===== src/image_border_color_stats_top_defines.svh =====
// Assertion macros for the border color statistics block
`ifndef IMAGE_BORDER_COLOR_STATS_TOP_DEFINES_SVH
`define IMAGE_BORDER_COLOR_STATS_TOP_DEFINES_SVH

// same-cycle implication
`define IBCS_ASSERT_IMP(name, pre, post, msg) \
  name: assert property (@(posedge clk) disable iff (!rst_n) (pre) |-> (post)) \
    else $error(msg);

// next-cycle implication
`define IBCS_ASSERT_NXT(name, pre, post, msg) \
  name: assert property (@(posedge clk) disable iff (!rst_n) (pre) |=> (post)) \
    else $error(msg);

`endif


===== src/ibcs_pkg.sv =====
// Shared types, constants and helpers for the border color statistics block
`timescale 1ns / 1ps
package ibcs_pkg;

  localparam int MAX_DIM     = 4096;
  localparam int XW          = 12;
  localparam int CW          = 13;
  localparam int SW          = 17;
  localparam int NW          = 10;
  localparam int BAND_DEPTH  = 8;
  localparam int STEP_SHIFT  = 5;
  localparam int QAW         = 2;
  localparam int QD          = 4;

  localparam logic [2:0] KIND_TOP    = 3'd0;
  localparam logic [2:0] KIND_BOTTOM = 3'd1;
  localparam logic [2:0] KIND_LEFT   = 3'd2;
  localparam logic [2:0] KIND_RIGHT  = 3'd3;
  localparam logic [2:0] KIND_BAND   = 3'd4;

  localparam logic [1:0] REG_WIDTH  = 2'd0;
  localparam logic [1:0] REG_HEIGHT = 2'd1;

  typedef struct packed {
    logic [7:0] red;
    logic [7:0] green;
    logic [7:0] blue;
  } rgb_t;

  typedef struct packed {
    rgb_t            pix;
    logic [XW-1:0]   col;
    logic [XW-1:0]   row;
    logic [3:0]      emit;
    rgb_t [3:0]      strip;
    logic [3:0]      band;
    logic            fin;
  } job_t;

  // divide by 1, 2 or 3; the divide by 3 is a reciprocal multiply
  function automatic logic [7:0] div_small(input logic [9:0] s, input logic [1:0] n);
    logic [19:0] m;
    begin
      m = {10'd0, s} * 20'd683;
      case (n)
        2'd3:    div_small = m[18:11];
        2'd2:    div_small = s[8:1];
        default: div_small = s[7:0];
      endcase
    end
  endfunction

endpackage


===== src/ibcs_queue.sv =====
// Request queue between front end and result engine
`timescale 1ns / 1ps
module ibcs_queue import ibcs_pkg::*; (
  input  logic clk,
  input  logic rst_n,
  input  logic push,
  input  job_t din,
  output logic full,
  input  logic pop,
  output job_t dout,
  output logic empty
);

  job_t           mem [QD];
  logic [QAW-1:0] wr_r, rd_r;
  logic [QAW:0]   cnt_r;

  assign full  = (cnt_r == (QAW+1)'(QD));
  assign empty = (cnt_r == '0);
  assign dout  = mem[rd_r];

  always_ff @(posedge clk) begin
    if (push) mem[wr_r] <= din;
  end

  always_ff @(posedge clk) begin
    if (!rst_n) begin
      wr_r  <= '0;
      rd_r  <= '0;
      cnt_r <= '0;
    end else begin
      if (push) wr_r <= wr_r + QAW'(1);
      if (pop) rd_r <= rd_r + QAW'(1);
      if (push && !pop) cnt_r <= cnt_r + (QAW+1)'(1);
      else if (pop && !push) cnt_r <= cnt_r - (QAW+1)'(1);
    end
  end

endmodule


===== config.mk =====
export PLATFORM = sky130hd
export DESIGN_NAME = ibcs_queue
export DESIGN_NICKNAME = d
export VERILOG_FILES = /design/src/image_border_color_stats_top_defines.svh /design/src/ibcs_pkg.sv /design/src/ibcs_queue.sv
export SDC_FILE = /design/constraint.sdc
export NUM_CORES = 1
export LEC_CHECK = 0
export BUFFER_PORTS_ARGS = -buffer_cell sky130_fd_sc_hd__clkbuf_2
export CAP_MARGIN = 20
export CORE_MARGIN = 3
export CORE_UTILIZATION = 61
export CTS_CLUSTER_SIZE = 30
export DETAILED_ROUTE_END_ITERATION = 8
export HOLD_SLACK_MARGIN = 0.06
export PLACE_DENSITY_LB_ADDON = 0.08
export SYNTH_ARGS = -nofsm -noshare
export SYNTH_HDL_FRONTEND = slang
export SYNTH_SLANG_ARGS = --single-unit

===== constraint.sdc =====
create_clock -name clk -period 10.9 [get_ports clk]
set_input_delay 1.09 -clock clk [delete_from_list [all_inputs] [get_ports clk]]
set_output_delay 1.09 -clock clk [all_outputs]
set_load 0.01 [all_outputs]

==> reports/qor.csv <==
stage,metric,value,unit
worst_setup_path,cp-end-kind,primary output,
routing,routed_wl,40800,um
routing,drt-pass1-iter-count,5,
die,num_rows,69,
clock_tree,clock_sinks,621,
synthesis,synth.distinct_cells,21,
global_route,grt_overflow,0,
pwr,power.leakage,8.95,nW
timing,finalSetupViolCount,0,
synthesis,ys_warn_count,0,
place,hpwl,24700,um
worst_setup_path,r2r-end,mem[0][129]$_DFFE_PP_,
worst_setup_path,max_stage_delay,730,ps
synthesis,yosys-top-cells-area,"edfxtp_1 (82%), mux4_2 (15%), dfxtp_1 (0.80%)",
worst_setup_path,crit_fanout,44,
synthesis,netlist_area,0.0225,sq mm
timing,rsz0062_at_grt,false,
die,num_io_pins,312,
timing,relSlewSlack,0.254,
synthesis,ys_ff_latch,621,
clock_tree,cts.repair.resized,0,
worst_setup_path,r2r_slack,8440,ps
layout,final_layout_size_suffix_gt1_frac,0.455,
worst_setup_path,cp-start-kind,flip-flop,
global_route,first_global_vias,10300,
clock_tree,clockBufferDepth,3,
worst_hold_path,hold_class,flip-flop to flip-flop,
die,die_h,198,um
pwr,p_total,5.19,mW
routing,ant_nets,0,
worst_setup_path,reg2reg_depth,4,
global_route,antenna_found_initial,10,
worst_hold_path,holdPathStages,2,
die,floorplan.initialDensity,0.626,
synthesis,synth_edf_count,612,
clock_tree,tritoncts,done,
global_route,grt_pass1_wl,62000,um
layout,post-route-util,0.735,
global_route,grt_usage,0.211,
layout,multi_input_area,0.00371,sq mm
worst_hold_path,min_from,cnt_r[2]$_SDFFE_PN0P_,
synthesis,ys_top_cells_by_count,"edfxtp_1 (612), mux4_2 (153), buf_2 (17)",
layout,area_growth,17.5,%
worst_hold_path,hold_path_end,cnt_r[2]$_SDFFE_PN0P_,
routing,drtIter0Drc,540,
routing,vias,9815,
run_status,status,"complete, no violations",
worst_setup_path,critPathKind,flip-flop to primary output,
routing,wl_per_cell,23.9,um
timing,finalCritPeriodShare,0.406,
synthesis,ys_seq_area_frac,0.825,
clock_tree,postCtsSetupBuffers,0,
synthesis,ys_async_sr_fraction,0,
timing,finClkSkew,12.6,ps
synthesis,yosysMostFrequentCell,edfxtp_1,
worst_setup_path,crit_top_cell,buf_4,
routing,drc,0,
synthesis,syn_nets,1005,
layout,seq_area,0.0186,sq mm
clock_tree,clk_latency,600,ps
clock_tree,htreeDepth,2,
clock_tree,clk_pin_slew,60,ps
worst_setup_path,cp_cell_sequence,buf_4 -> buf_4 -> mux4_2 -> clkbuf_2,
worst_setup_path,cp.required,9810,ps
worst_setup_path,arrival,3330,ps
synthesis,yosysTopAreaCell,edfxtp_1,
timing,period_minus_slack,4420,ps
layout,fin_nets,1357,
global_route,grt_max_degree,73,
place,gp_congestion,0.742,
synthesis,synth_area_per_cell,26.7,sq um
layout,fillers,2046,
run,drv_cap,0,
synthesis,syn_inst,842,
die,dieArea,0.0392,sq mm
timing,worstMarginPinSlew,1120,ps
timing,drv_slew,0,
synthesis,yosysTopAreaCellShare,0.817,
die,coreArea,0.0359,sq mm
pwr,ir_worst_vdd,0.202,mV
worst_setup_path,cp_slowest_cell,buf_4,
timing,finalHoldViolCount,0,
timing,fmax,226,MHz
clock_tree,ctsRootBufferMaster,clkbuf_16,
timing,fin_tns_setup,0,ps
die,die_w,198,um
routing,via_per_inst,5.74,
clock_tree,ctsHoldBuffers,0,
synthesis,synth_ff_type,edfxtp_1,
pwr,powerDensity,196,mW/mm^2
clock_tree,cts_made_buffers,59,
worst_setup_path,r2r-start,wr_r[0]$_SDFFE_PN0P_,
place,port_buffers,311,
## worst max path at each step
| stage | to | slack [ps] | depth (start not counted) |
|---|---|---|---|
| CTS | dout[122] | 5700 | 4 |
| finish | dout[77] | 6480 | 4 |
| global placement | dout[16] | 6410 | 4 |
| detailed placement | dout[122] | 6370 | 4 |
| floorplan | mem[0][0]$_DFFE_PP_ | 5790 | 1 |
| global route | dout[18] | 6150 | 4 |
## state kept, by name, summed over array words and instances, names as in the netlist, named ones only
signal / count
wr_r: 2
cnt_r: 3
mem: 612
rd_r: 2
## where the power goes
part	internal [mW]	switching [mW]
sequential	2.75	0.0366
combinational	0.218	0.261
clock	1.12	0.807
total	4.08	1.10
## placed cells by master (no fill, tap or decap), drive strengths merged, types with 3 or more instances in the layout
cell and n:
clkbuf 391, xor2 3, inv 8, bufinv 4, diode 5, dfxtp 9, ha 5, and2 9
edfxtp 612, buf 14, clkinv 22, mux4 153
## area by class of cell
class,instances,share of cell area
Timing Repair Buffer,325,0.0637
Tap cell,461,0.0218
Clock buffer,80,0.0604
Clock inverter,30,0.00976
Antenna cell,5,0.000474
Multi-Input combinational cell,183,0.140
Inverter,4,0.000569
Sequential cell,621,0.703
## through the flow
step	area, sq um	instances	worst slack, ps	hold slack (ps)
3_3_place_gp	24500	1593	6410	500
3_5_place_dp	24500	1593	6370	505
6_report	26400	1709	6480	511
4_1_cts	26400	1703	5700	515
5_1_grt	26400	1706	6150	579
2_1_floorplan	22500	842	5790	472
## logic make-up after synthesis
family                   share of synthesized area
XOR/XNOR                                   0.00195
buffers and inverters                       0.0103
AND/OR/NAND/NOR                            0.00406
adder cells (fa/ha/maj)                    0.00367
multiplexers                                 0.154
AO/OA/AOI/OAI                             0.000556
flip-flops                                   0.825
## worst max-delay path, delay by kind of cell (launching register included)
family	cells	cell delay (ps)
DFF	1	720
buffers and inverters	3	1330
muxes	1	620
## per-layer routing
layer	vias to the layer above	track usage	share of wire	wire (um)
met1	5090	0.290	0.39	15900
met4	10	0.0621	0.021	839
met5	-	0	0.0014	57
met2	286	0.332	0.50	20500
li1	4365	-	-	-
met3	64	0.0732	0.085	3460
Power figures use the tool's default switching activity.
