**src/image_border_color_stats_top_defines.svh**
```systemverilog
// Assertion macros for the border color statistics block
`ifndef IMAGE_BORDER_COLOR_STATS_TOP_DEFINES_SVH
`define IMAGE_BORDER_COLOR_STATS_TOP_DEFINES_SVH

// same-cycle implication
`define IBCS_ASSERT_IMP(name, pre, post, msg) \
  name: assert property (@(posedge clk) disable iff (!rst_n) (pre) |-> (post)) \
    else $error(msg);

// next-cycle implication
`define IBCS_ASSERT_NXT(name, pre, post, msg) \
  name: assert property (@(posedge clk) disable iff (!rst_n) (pre) |=> (post)) \
    else $error(msg);

`endif

```
**src/ibcs_pkg.sv**
```systemverilog
// Shared types, constants and helpers for the border color statistics block
`timescale 1ns / 1ps
package ibcs_pkg;

  localparam int MAX_DIM     = 4096;
  localparam int XW          = 12;
  localparam int CW          = 13;
  localparam int SW          = 17;
  localparam int NW          = 10;
  localparam int BAND_DEPTH  = 8;
  localparam int STEP_SHIFT  = 5;
  localparam int QAW         = 2;
  localparam int QD          = 4;

  localparam logic [2:0] KIND_TOP    = 3'd0;
  localparam logic [2:0] KIND_BOTTOM = 3'd1;
  localparam logic [2:0] KIND_LEFT   = 3'd2;
  localparam logic [2:0] KIND_RIGHT  = 3'd3;
  localparam logic [2:0] KIND_BAND   = 3'd4;

  localparam logic [1:0] REG_WIDTH  = 2'd0;
  localparam logic [1:0] REG_HEIGHT = 2'd1;

  typedef struct packed {
    logic [7:0] red;
    logic [7:0] green;
    logic [7:0] blue;
  } rgb_t;

  typedef struct packed {
    rgb_t            pix;
    logic [XW-1:0]   col;
    logic [XW-1:0]   row;
    logic [3:0]      emit;
    rgb_t [3:0]      strip;
    logic [3:0]      band;
    logic            fin;
  } job_t;

  // divide by 1, 2 or 3; the divide by 3 is a reciprocal multiply
  function automatic logic [7:0] div_small(input logic [9:0] s, input logic [1:0] n);
    logic [19:0] m;
    begin
      m = {10'd0, s} * 20'd683;
      case (n)
        2'd3:    div_small = m[18:11];
        2'd2:    div_small = s[8:1];
        default: div_small = s[7:0];
      endcase
    end
  endfunction

endpackage

```
**src/ibcs_div.sv**
```systemverilog
// Bit-serial restoring divider, three color channels sharing one divisor
`timescale 1ns / 1ps
module ibcs_div import ibcs_pkg::*; (
  input  logic                clk,
  input  logic                rst_n,
  input  logic                start,
  input  logic [2:0][SW-1:0]  dvd,
  input  logic [NW-1:0]       dvs,
  output logic                busy,
  output logic [2:0][7:0]     quo
);

  logic              busy_r;
  logic [4:0]        cnt_r;
  logic [NW-1:0]     dvs_r;
  logic [2:0][SW-1:0] dq_r;
  logic [2:0][NW-1:0] rem_r, rem_nxt;
  logic [2:0][NW:0]   t;
  logic [2:0]         ge;

  always_comb begin
    for (int c = 0; c < 3; c++) begin
      t[c]       = {rem_r[c], dq_r[c][SW-1]};
      ge[c]      = (t[c] >= {1'b0, dvs_r});
      rem_nxt[c] = ge[c] ? NW'(t[c] - {1'b0, dvs_r}) : t[c][NW-1:0];
    end
  end

  always_ff @(posedge clk) begin
    if (!rst_n) begin
      busy_r <= 1'b0;
      cnt_r  <= '0;
    end else if (start) begin
      busy_r <= 1'b1;
      cnt_r  <= 5'(SW);
    end else if (busy_r) begin
      cnt_r <= cnt_r - 5'd1;
      if (cnt_r == 5'd1) busy_r <= 1'b0;
    end
  end

  always_ff @(posedge clk) begin
    if (start) begin
      dq_r  <= dvd;
      rem_r <= '0;
      dvs_r <= dvs;
    end else if (busy_r) begin
      for (int c = 0; c < 3; c++) begin
        dq_r[c]  <= {dq_r[c][SW-2:0], ge[c]};
        rem_r[c] <= rem_nxt[c];
      end
    end
  end

  assign busy = busy_r;
  always_comb begin
    for (int c = 0; c < 3; c++) quo[c] = dq_r[c][7:0];
  end

endmodule

```
**src/ibcs_back.sv**
```systemverilog
// Result engine: band accumulators, strip result emission and band averages
`timescale 1ns / 1ps
module ibcs_back import ibcs_pkg::*; (
  input  logic          clk,
  input  logic          rst_n,
  input  logic          cfg_clr,
  input  logic          q_valid,
  input  job_t          q_data,
  output logic          q_pop,
  output logic          out_valid,
  input  logic          out_stall,
  output logic [2:0]    out_result_kind,
  output logic [XW-1:0] out_position,
  output logic [7:0]    out_avg_red,
  output logic [7:0]    out_avg_green,
  output logic [7:0]    out_avg_blue,
  output logic          out_last_of_item
);

  localparam logic [2:0] S_IDLE  = 3'd0;
  localparam logic [2:0] S_STRIP = 3'd1;
  localparam logic [2:0] S_START = 3'd2;
  localparam logic [2:0] S_DIV   = 3'd3;
  localparam logic [2:0] S_BAND  = 3'd4;

  logic [2:0]  st_r, st_nxt;
  job_t        job_r;
  logic [3:0]  pend_r, pend_nxt;
  logic [1:0]  band_r, band_nxt, sel;
  logic [2:0][SW-1:0] sum_r [4];
  logic [NW-1:0]      cnt_r [4];
  logic [2:0][7:0]    pix, quo;
  logic        acc_en, clr, emit, e_last, out_free, div_start, div_busy;
  logic [2:0]  e_kind;
  logic [XW-1:0] e_pos;
  rgb_t        e_rgb;
  logic        out_valid_r;

  assign out_free = !out_valid_r || !out_stall;
  assign pix      = q_data.pix;

  ibcs_div u_div (
    .clk   (clk),
    .rst_n (rst_n),
    .start (div_start),
    .dvd   (sum_r[band_r]),
    .dvs   (cnt_r[band_r]),
    .busy  (div_busy),
    .quo   (quo)
  );

  always_comb begin
    sel = 2'd0;
    for (int k = 3; k >= 0; k--) begin
      if (pend_r[k]) sel = 2'(k);
    end
  end

  always_comb begin
    st_nxt    = st_r;
    q_pop     = 1'b0;
    div_start = 1'b0;
    emit      = 1'b0;
    e_kind    = KIND_TOP;
    e_pos     = '0;
    e_rgb     = '0;
    e_last    = 1'b0;
    pend_nxt  = pend_r;
    band_nxt  = band_r;
    acc_en    = 1'b0;
    clr       = cfg_clr;
    case (st_r)
      S_IDLE: begin
        if (q_valid) begin
          q_pop    = 1'b1;
          acc_en   = 1'b1;
          pend_nxt = q_data.emit;
          band_nxt = 2'd0;
          if (|q_data.emit) st_nxt = S_STRIP;
          else if (q_data.fin) st_nxt = S_START;
        end
      end
      S_STRIP: begin
        if (out_free) begin
          emit     = 1'b1;
          case (sel)
            2'd0:    e_kind = KIND_TOP;
            2'd1:    e_kind = KIND_BOTTOM;
            2'd2:    e_kind = KIND_LEFT;
            default: e_kind = KIND_RIGHT;
          endcase
          e_pos    = sel[1] ? job_r.row : job_r.col;
          e_rgb    = job_r.strip[sel];
          pend_nxt = pend_r & ~(4'd1 << sel);
          e_last   = (pend_nxt == '0) && !job_r.fin;
          if (pend_nxt == '0) st_nxt = job_r.fin ? S_START : S_IDLE;
        end
      end
      S_START: begin
        div_start = 1'b1;
        st_nxt    = S_DIV;
      end
      S_DIV: begin
        if (!div_busy) st_nxt = S_BAND;
      end
      S_BAND: begin
        if (out_free) begin
          emit   = 1'b1;
          e_kind = KIND_BAND;
          e_pos  = {10'd0, band_r};
          e_rgb  = (cnt_r[band_r] == '0) ? '0 : rgb_t'(quo);
          e_last = (band_r == 2'd3);
          if (band_r == 2'd3) begin
            clr    = 1'b1;
            st_nxt = S_IDLE;
          end else begin
            band_nxt = band_r + 2'd1;
            st_nxt   = S_START;
          end
        end
      end
      default: st_nxt = S_IDLE;
    endcase
  end

  always_ff @(posedge clk) begin
    if (!rst_n) begin
      st_r        <= S_IDLE;
      pend_r      <= '0;
      band_r      <= '0;
      out_valid_r <= 1'b0;
      for (int k = 0; k < 4; k++) begin
        sum_r[k] <= '0;
        cnt_r[k] <= '0;
      end
    end else begin
      st_r   <= st_nxt;
      pend_r <= pend_nxt;
      band_r <= band_nxt;
      if (emit) out_valid_r <= 1'b1;
      else if (!out_stall) out_valid_r <= 1'b0;
      if (clr) begin
        for (int k = 0; k < 4; k++) begin
          sum_r[k] <= '0;
          cnt_r[k] <= '0;
        end
      end else if (acc_en) begin
        for (int k = 0; k < 4; k++) begin
          if (q_data.band[k]) begin
            for (int c = 0; c < 3; c++) sum_r[k][c] <= sum_r[k][c] + {9'd0, pix[c]};
            cnt_r[k] <= cnt_r[k] + NW'(1);
          end
        end
      end
    end
  end

  always_ff @(posedge clk) begin
    if (q_pop) job_r <= q_data;
    if (emit) begin
      out_result_kind  <= e_kind;
      out_position     <= e_pos;
      out_avg_red      <= e_rgb.red;
      out_avg_green    <= e_rgb.green;
      out_avg_blue     <= e_rgb.blue;
      out_last_of_item <= e_last;
    end
  end

  assign out_valid = out_valid_r;

endmodule

```
**config.mk**
```make
export PLATFORM = sky130hd
export DESIGN_NAME = ibcs_back
export DESIGN_NICKNAME = d
export VERILOG_FILES = /design/src/image_border_color_stats_top_defines.svh /design/src/ibcs_pkg.sv /design/src/ibcs_div.sv /design/src/ibcs_back.sv
export SDC_FILE = /design/constraint.sdc
export NUM_CORES = 1
export LEC_CHECK = 0
export ABC_AREA = 1
export BUFFER_PORTS_ARGS = -buffer_cell sky130_fd_sc_hd__buf_2
export CAP_MARGIN = 15
export CORE_MARGIN = 3
export CORE_UTILIZATION = 57
export CTS_BUF_LIST = sky130_fd_sc_hd__clkbuf_4
export DETAILED_ROUTE_END_ITERATION = 8
export MAX_ROUTING_LAYER = met4
export PLACE_DENSITY_LB_ADDON = 0.3
export SLEW_MARGIN = 5
export SYNTH_ARGS = -nofsm -noshare
export SYNTH_HDL_FRONTEND = slang
export SYNTH_SLANG_ARGS = --single-unit
```
**constraint.sdc**
```tcl
create_clock -name clk -period 3.95 [get_ports clk]
set_input_delay 0.1975 -clock clk [delete_from_list [all_inputs] [get_ports clk]]
set_output_delay 0.1975 -clock clk [all_outputs]
set_load 0.02 [all_outputs]
```
==> impl_metrics.tcl <==
set metrics [dict create \
    grt_pass1_wl_mm 155 \
    layout_common_cells "nand2_1, nor2_1, edfxtp_1" \
    crit_required_ps 4890 \
    dr.pass1.iters 9 \
    io_buffer_count 199 \
    post_cts_buffers 0 \
    place_inst 4406 \
    die_width_um 235 \
    synth-edff-count 439 \
    n_fill_cell 3699 \
    outcome "finished, final reports clean" \
    dp_hpwl_mm 57.0 \
    drcViolationCount 0 \
    totalNegativeSetupSlack_ps 0 \
    whs_ps 151 \
    slew_violations 0 \
    post_synth.cell_area_avg_um2 8.28 \
    wl_mm 99.7 \
    clock_sinks 514 \
    finalSetupViolations 0 \
    coreArea_mm2 0.0516 \
    grt_usage_pct 36.9 \
    grt_max_degree 75 \
    crit_chain "nor2_1 -> nor3_4 -> inv_1 -> buf_4 -> nand2_1 -> nand3_1 -> nand2_1 -> nand3_1 -> nand2_1 -> dlygate4sd3_1 -> nor2_1 -> dlygate4sd3_1" \
    cts_buffers 140 \
    cts_root_buffer "clkbuf_4" \
    finalCriticalPeriod_ps 3840 \
    grt_pass1_vias 28100 \
    hold_path_class "in2reg" \
    synth_area_mm2 0.0299 \
    cts_buffer_depth 3 \
    rsz0062_at_grt "no" \
    insertion_delay_ps 1100 \
    layout_commonest_cell "nand2_1" \
    instances_no_fill 4986 \
    critPathMaxFanout 23 \
    start_util_pct 57.9 \
    place_ws_ps 1140 \
    ys_seq_area_share_pct 49.2 \
    cp-start-kind "flip-flop" \
    die-area_mm2 0.0552 \
    wl_per_cell_um 20.0 \
    critPathSlowestCell "inv_1" \
    place.gp.congestion 0.915 \
    ys.flop_type "edfxtp_1" \
    worst_slack_ps 115 \
    io_pins 200 \
    vias 29200 \
    final-seq-area_mm2 0.0147 \
    die_h_um 235 \
    slowest_delay_ps 580 \
    rows 83 \
    max_freq_ghz 0.261 \
    yosysUniqueCellTypes 54 \
    peakVddDrop_mv 0.309 \
    fin_skew_ps 113 \
    path_clk_slew_ps 80 \
    max-slew-margin-rel_pct 24.6 \
    nNetsFinal 4477 \
    power.density_mw_per_mm2 508 \
    yosys.area.top_type "edfxtp_1" \
    vias_per_cell 5.85 \
    synth_warnings 0 \
    layout-drive-gt1-share_pct 11.4 \
    area_growth_pct 22.0 \
    postSynthCellCount 3606 \
    overflow 0 \
    antenna_found_initial 19 \
    drt_iter0_drc 4066 \
    synth-async-reset-ratio_pct 0 \
    synth_top_area_share_pct 44.1 \
    ys_ff_latch 514 \
    synth_nets 3912 \
    htree_levels 4 \
    crit_top_cell "nand2_1" \
    cts_tree "done" \
    crit_arrival_ps 4770 \
    drv_cap 0 \
    end_kind "flip-flop" \
    path_class "reg2reg" \
    hold_violations 0 \
    leakage_uw 0.0159 \
    ant_nets 0 \
    period_share_pct 97.1 \
    synth_area_leaders "edfxtp_1, nand2_1, nor2_1" \
    worstMarginPinSlew_ps 1130 \
    multiInputGateArea_mm2 0.0131 \
]
==> Yosys cell counts (35+ instances only) <==
library cell    n
nor3_1         54
clkbuf_1       61
a21oi_1       272
dfxtp_1        75
xor2_1         47
a31oi_1        59
inv_1         414
o21ai_0       284
ha_1          133
edfxtp_1      439
buf_2          35
nand2_1       776
nand3_1       171
nor2_1        548
==> flip-flops by register name (all words and copies together), names as in the netlist, 3 cells and up, named ones only <==
signal,cells
out_result_kind,3
out_avg_red,8
sum_r,204
u_div.dq_r,27
st_r,3
out_position,12
u_div.cnt_r,5
pend_r,4
out_avg_blue,8
u_div.dvs_r,10
u_div.quo,24
u_div.rem_r,30
cnt_r,40
job_r,121
out_avg_green,8
==> final cells by class <==
cell class,count,share of cell area [%]
Multi-Input combinational cell,2558,36.0
Sequential cell,514,40.3
Timing Repair Buffer,534,11.7
Clock inverter,53,0.938
Antenna cell,22,0.151
Tap cell,680,2.34
Inverter,423,4.37
Clock buffer,202,4.16
==> layer usage <==
| layer | vias up | wire length, um | GRT usage [%] |
|---|---|---|---|
| met4 | 0 | 7010 | 22.6 |
| li1 | 13400 | - | - |
| met3 | 556 | 11200 | 11.1 |
| met5 | - | 0 | - |
| met2 | 2021 | 44800 | 55.4 |
| met1 | 13200 | 36600 | 43.6 |
==> cells by family after synthesis <==
kind of cell	share of synthesized area (%)
and+or+nand+nor	22.6
AOI/OAI and AO/OA	12.4
buffers and inverters	6.99
DFF	49.2
adders and majority gates	6.58
xor gates and xnor gates	2.23
==> power breakdown <==
part           switching [uW]  leakage (uW)  internal, uW  total, uW
clock network            2650       0.00108          2630       5290
registers                 594       0.00514          7030       7620
logic                    3830       0.00968          1770       5610
total                    7080        0.0159         11400      18500
==> worst max-delay path, delay by kind of cell, from the launching register on <==
family / cells / cell delay [ps]
buffers and inverters: 4 / 2040
AND/OR/NAND/NOR: 8 / 1240
flip-flops: 1 / 440
==> worst paths after layout <==
path / startpoint / to / slack (ps) / depth (start not counted)
hold / removal: q_data[4] / sum_r[3][15]$_SDFFCE_PN0P_ / 150 / 6
setup / recovery: pend_r[3]$_SDFFE_PN0P_ / st_r[0]$_SDFFE_PN0P_ / 110 / 12
setup reg to reg: pend_r[3]$_SDFFE_PN0P_ / st_r[0]$_SDFFE_PN0P_ / 110 / 12
hold reg to reg: u_div.cnt_r[4]$_SDFFE_PN0P_ / u_div.busy$_SDFF_PN0_ / 470 / 2
==> timing repair <==
action                                  4_1_cts  5_1_grt
hold buffers                                303        0
endpoints found under the hold margin       298        0
gates resized for setup                       0        1
endpoints found under the setup margin        0        1
==> metrics by stage <==
step / power (uW) / utilization [%] / cell area, um2
floorplan: 11000 / - / 29900
global placement: 12300 / 61.0 / 31500
detailed placement: 12400 / 61.0 / 31500
CTS: 17700 / 70.5 / 36400
global route: 19300 / 70.6 / 36400
finish: 18500 / 70.6 / 36400
Note: power is estimated with default switching activity, not from simulation.
